===== src/sv/uelm_pkg.sv =====
// Package: constants, opcodes and the item record passed along the line cell chain.
package uelm_pkg;

	localparam int MAX_LINES = 64;

	localparam logic OP_ADD   = 1'b0;
	localparam logic OP_QUERY = 1'b1;

	typedef struct packed {
		logic               op;
		logic signed [31:0] slope;
		logic signed [47:0] intercept;
		logic [15:0]        tag;
		logic signed [31:0] x;
		logic               pend;
		logic               found;
		logic signed [63:0] best_value;
		logic signed [31:0] best_slope;
		logic [15:0]        best_tag;
	} flow_t;

endpackage


===== src/sv/uelm_cell.sv =====
// Line cell: holds one line, stores a pending add, evaluates and merges queries over two stages.
module uelm_cell (
	input  logic            clk,
	input  logic            arst_n,
	input  logic            en,
	input  logic            i_valid,
	input  uelm_pkg::flow_t i_flow,
	output logic            o_valid,
	output uelm_pkg::flow_t o_flow,
	output logic            have
);
	import uelm_pkg::*;

	logic               have_q;
	logic signed [31:0] slope_q;
	logic signed [47:0] icpt_q;
	logic [15:0]        tag_q;

	logic               valid_s1;
	flow_t              flow_s1;
	logic               have_s1;
	logic signed [31:0] slope_s1;
	logic signed [47:0] icpt_s1;
	logic [15:0]        tag_s1;
	logic signed [63:0] prod_s1;

	logic               take;
	logic signed [63:0] prod;
	logic signed [63:0] val;
	logic               hit;
	flow_t              nxt_s1;
	flow_t              nxt_s2;

	assign take = en && i_valid && (i_flow.op == OP_ADD) && i_flow.pend && !have_q;
	assign prod = slope_q * i_flow.x;
	assign have = have_q;

	always_comb begin
		nxt_s1 = i_flow;
		if (take) begin
			nxt_s1.pend = 1'b0;
		end
	end

	// stage 2: add intercept, compare with running best
	assign val = prod_s1 + {{16{icpt_s1[47]}}, icpt_s1};
	assign hit = (flow_s1.op == OP_QUERY) && have_s1 && (!flow_s1.found ||
		(val > flow_s1.best_value) ||
		((val == flow_s1.best_value) && (slope_s1 < flow_s1.best_slope)));

	always_comb begin
		nxt_s2 = flow_s1;
		if (hit) begin
			nxt_s2.found      = 1'b1;
			nxt_s2.best_value = val;
			nxt_s2.best_slope = slope_s1;
			nxt_s2.best_tag   = tag_s1;
		end
	end

	always_ff @(posedge clk or negedge arst_n) begin
		if (!arst_n) begin
			have_q   <= 1'b0;
			valid_s1 <= 1'b0;
			o_valid  <= 1'b0;
		end else begin
			if (take) begin
				have_q <= 1'b1;
			end
			if (en) begin
				valid_s1 <= i_valid;
				o_valid  <= valid_s1;
			end
		end
	end

	always_ff @(posedge clk) begin
		if (take) begin
			slope_q <= i_flow.slope;
			icpt_q  <= i_flow.intercept;
			tag_q   <= i_flow.tag;
		end
		if (en) begin
			flow_s1  <= nxt_s1;
			have_s1  <= have_q;
			slope_s1 <= slope_q;
			icpt_s1  <= icpt_q;
			tag_s1   <= tag_q;
			prod_s1  <= prod;
			o_flow   <= nxt_s2;
		end
	end

endmodule


===== config.mk =====
export PLATFORM = sky130hd
export DESIGN_NAME = uelm_cell
export DESIGN_NICKNAME = d
export VERILOG_FILES = /design/src/sv/uelm_pkg.sv /design/src/sv/uelm_cell.sv
export SDC_FILE = /design/constraint.sdc
export NUM_CORES = 2
export LEC_CHECK = 0
export BUFFER_PORTS_ARGS = -buffer_cell sky130_fd_sc_hd__buf_2
export CAP_MARGIN = 20
export CORE_MARGIN = 3
export CORE_UTILIZATION = 47
export DETAILED_ROUTE_END_ITERATION = 7
export GPL_TIMING_DRIVEN = 1
export PLACE_DENSITY = 0.65
export SYNTH_ARGS = -nofsm -noshare
export SYNTH_HDL_FRONTEND = slang
export SYNTH_SLANG_ARGS = --single-unit

===== constraint.sdc =====
create_clock -name clk -period 13.55 [get_ports clk]
set_input_delay 2.0325 -clock clk [delete_from_list [all_inputs] [get_ports clk]]
set_output_delay 2.0325 -clock clk [all_outputs]
set_load 0.05 [all_outputs]

==> qor.yml <==
setup_path:
  r2r_end: "prod_s1[62]"
  cp_max_fo: 33
  r2r_slack_ns: 4.78
  crit_required_ns: 13.98
  start_kind: "input port"
  r2r_cells: 24
  r2r-start: "slope_q[31]"
  worstPathArrival_ns: 10.43
  end_kind: "register"
  crit_type: "input port to register"
yosys:
  ys.flop_type: "edfxtp_1"
  ys_seq_area_frac: 0.339
  syn-num-nets: 7397
  synthCells: 5725
  async_flop_share: 0.00402
  yosysWarnings: 0
  synth_edf_count: 743
  yosysUniqueCellTypes: 82
  syn_area_per_cell_um2: 11.5
  ys_ff_latch: 746
  synth_area_mm2: 0.0660
floorplan:
  ioPinCount: 492
  num_rows: 136
  dieWidth_um: 381
  die_y_um: 381
  die-area_mm2: 0.145
  core_area_mm2: 0.139
  start_util: 0.477
global_routing:
  antenna_found_initial: 6
  grt_use_met2: 0.408
  use_met1: 0.301
  grt_busiest_layer: "met2"
  grt_pass1_vias: 45400
  grt_max_degree: 162
  grt_pass1_wl_mm: 261
  grtUsageMet3: 0.0302
  grt-ovfl-total: 0
  grt.total_usage: 0.234
route:
  drt-wirelength-per-cell_um: 20.7
  initialDrtViolationCount: 2678
  routed_wl_mm: 166
  vias_per_cell: 5.24
  dr.pass1.iters: 8
  num_vias: 42100
  route.detailed.drc: 0
  antenna_left: 0
finish:
  layout.cells.non_filler: 8028
  areaGrowthSynthToFinish_pct: 10.7
  finish.utilization: 0.528
  layout_common_cells: "inv_1 (1101), fa_1 (1083), edfxtp_1 (743)"
  layout_commonest_cell: "inv_1"
  drive_above_1_share: 0.119
  final_nets: 7770
sta:
  post-route-period-util: 0.738
  finalHoldViolCount: 0
  slew_violations: 0
  skew_ns: 0.0506
  setup_violations: 0
  slew_headroom: 0.339
  fin_tns_setup_ns: 0
  worst_slew_pin_slew_ns: 0.992
  rsz0062_at_grt: "no"
  fmax_ghz: 0.100
  fin_crit_ns: 10.00
clock_tree:
  insertion_delay_ns: 0.70
  cts.clk_slew.worst_paths_ns: 0.06
  cts_hold_buffers: 0
  cts_buffer_depth: 3
  cts_max_level: 3
  cts_root_buffer: "clkbuf_16"
  postCtsSetupBuffers: 0
  cts_buffers: 81
  cts_tree: "yes"
  cts.repair.resized: 0
  clock-sinks: 746
worst_hold_path:
  hold_end: "o_flow[124]"
  hold_depth: 0
  hp-start: "flow_s1[124]"
  hp-class: "register to register"
placed_design:
  place_congestion: 0.875
  dp_hpwl_mm: 126
  io_buffers: 491
  dp_cells: 7878
job:
  drv_cap: 0
run_status:
  status: "finished clean"
## stage by stage
step | worst slack [ns] | hold WS (ns) | instance area [um^2]
global placement | 2.91 | 0.400 | 70200
CTS | 3.61 | 0.382 | 73100
global route | 3.07 | 0.387 | 73100
floorplan | 0.547 | 0.400 | 66000
finish | 3.55 | 0.381 | 73100
detailed placement | 2.88 | 0.405 | 70200
## how the worst max path moves through the flow
stage	startpoint	endpoint	slack [ns]	cells past startpoint
floorplan	en	have	0.55	3
global placement	i_flow[117]	prod_s1[62]	2.91	24
detailed placement	i_flow[117]	prod_s1[62]	2.88	24
CTS	i_flow[117]	prod_s1[62]	3.61	24
global route	i_flow[117]	prod_s1[62]	3.07	24
finish	i_flow[117]	prod_s1[62]	3.55	24
## metal layers
metal	wire length, um	vias up
met2	85400	1167
li1	-	18800
met4	5990	0
met5	0	-
met1	66600	21800
met3	8040	282
## state kept, by name, summed over array words and instances, names as in the netlist, 16 cells and up
register and count:
icpt_s1 48, flow_s1 243, slope_s1 32, icpt_q 48
slope_q 32, tag_q 16, tag_s1 16, o_flow 243
prod_s1 64
## critical path: stages
cell and delay [ns]:
buf_2 0.56, nand2_1 0.22, fa_1 0.59, fa_1 0.59, inv_1 0.08, fa_1 0.75
fa_1 1.05, inv_1 0.42, fa_1 0.59, inv_1 0.05, fa_1 0.52, inv_1 0.05
fa_1 0.47, inv_1 0.05, fa_1 0.45, ha_1 0.42, and3_1 0.22, and2_1 0.22
nor2b_1 0.16, a21oi_1 0.05, o21ai_1 0.22, a31oi_1 0.19, a311oi_1 0.33, xor2_1 0.11
## synthesized netlist by cell type, types with 6 or more instances
| library cell | n | area [um^2] |
|---|---|---|
| a211o_1 | 6 | 52.6 |
| nor2b_1 | 35 | 219 |
| o211ai_1 | 12 | 90.1 |
| nor3_1 | 19 | 95.1 |
| nand4_1 | 38 | 238 |
| a21boi_0 | 7 | 52.6 |
| and2_1 | 507 | 3170 |
| nor2_1 | 83 | 312 |
| clkbuf_1 | 227 | 852 |
| ha_1 | 342 | 4280 |
| or3_1 | 7 | 43.8 |
| inv_1 | 1101 | 4130 |
| nand2_1 | 652 | 2450 |
| mux2_2 | 37 | 417 |
| a21oi_1 | 159 | 796 |
| xor2_1 | 44 | 385 |
| fa_1 | 1083 | 21700 |
| o21ai_0 | 147 | 736 |
| edfxtp_1 | 743 | 22300 |
| o21bai_1 | 17 | 128 |
| and3_1 | 19 | 119 |
| a21o_1 | 114 | 856 |
| xnor2_1 | 89 | 780 |
| nand2b_1 | 23 | 144 |
| a211oi_1 | 19 | 143 |
| o21a_1 | 16 | 120 |
| nand3_1 | 33 | 165 |
| a31oi_1 | 24 | 150 |
| buf_2 | 16 | 80.1 |
## logic make-up after synthesis
group,synth area share
AO/OA/AOI/OAI,0.0576
XOR/XNOR,0.0176
adder cells (fa/ha/maj),0.393
buffers and inverters,0.0773
flip-flops,0.339
multiplexers,0.00720
AND/OR/NAND/NOR,0.108
## cell type report
cell class              instances  area [um^2]
multi-input cells            3629        38600
clock inverters                60          788
flip-flops and latches        746        22400
inverters                    1101         4130
fillers                     12200        65400
clock buffers                  87         2050
well taps                    1863         2330
diodes                          3         7.51
repair buffers                539         2840
Power is not shown: default switching activity piles up to over one toggle a cycle in this logic, so the estimate is an artifact.
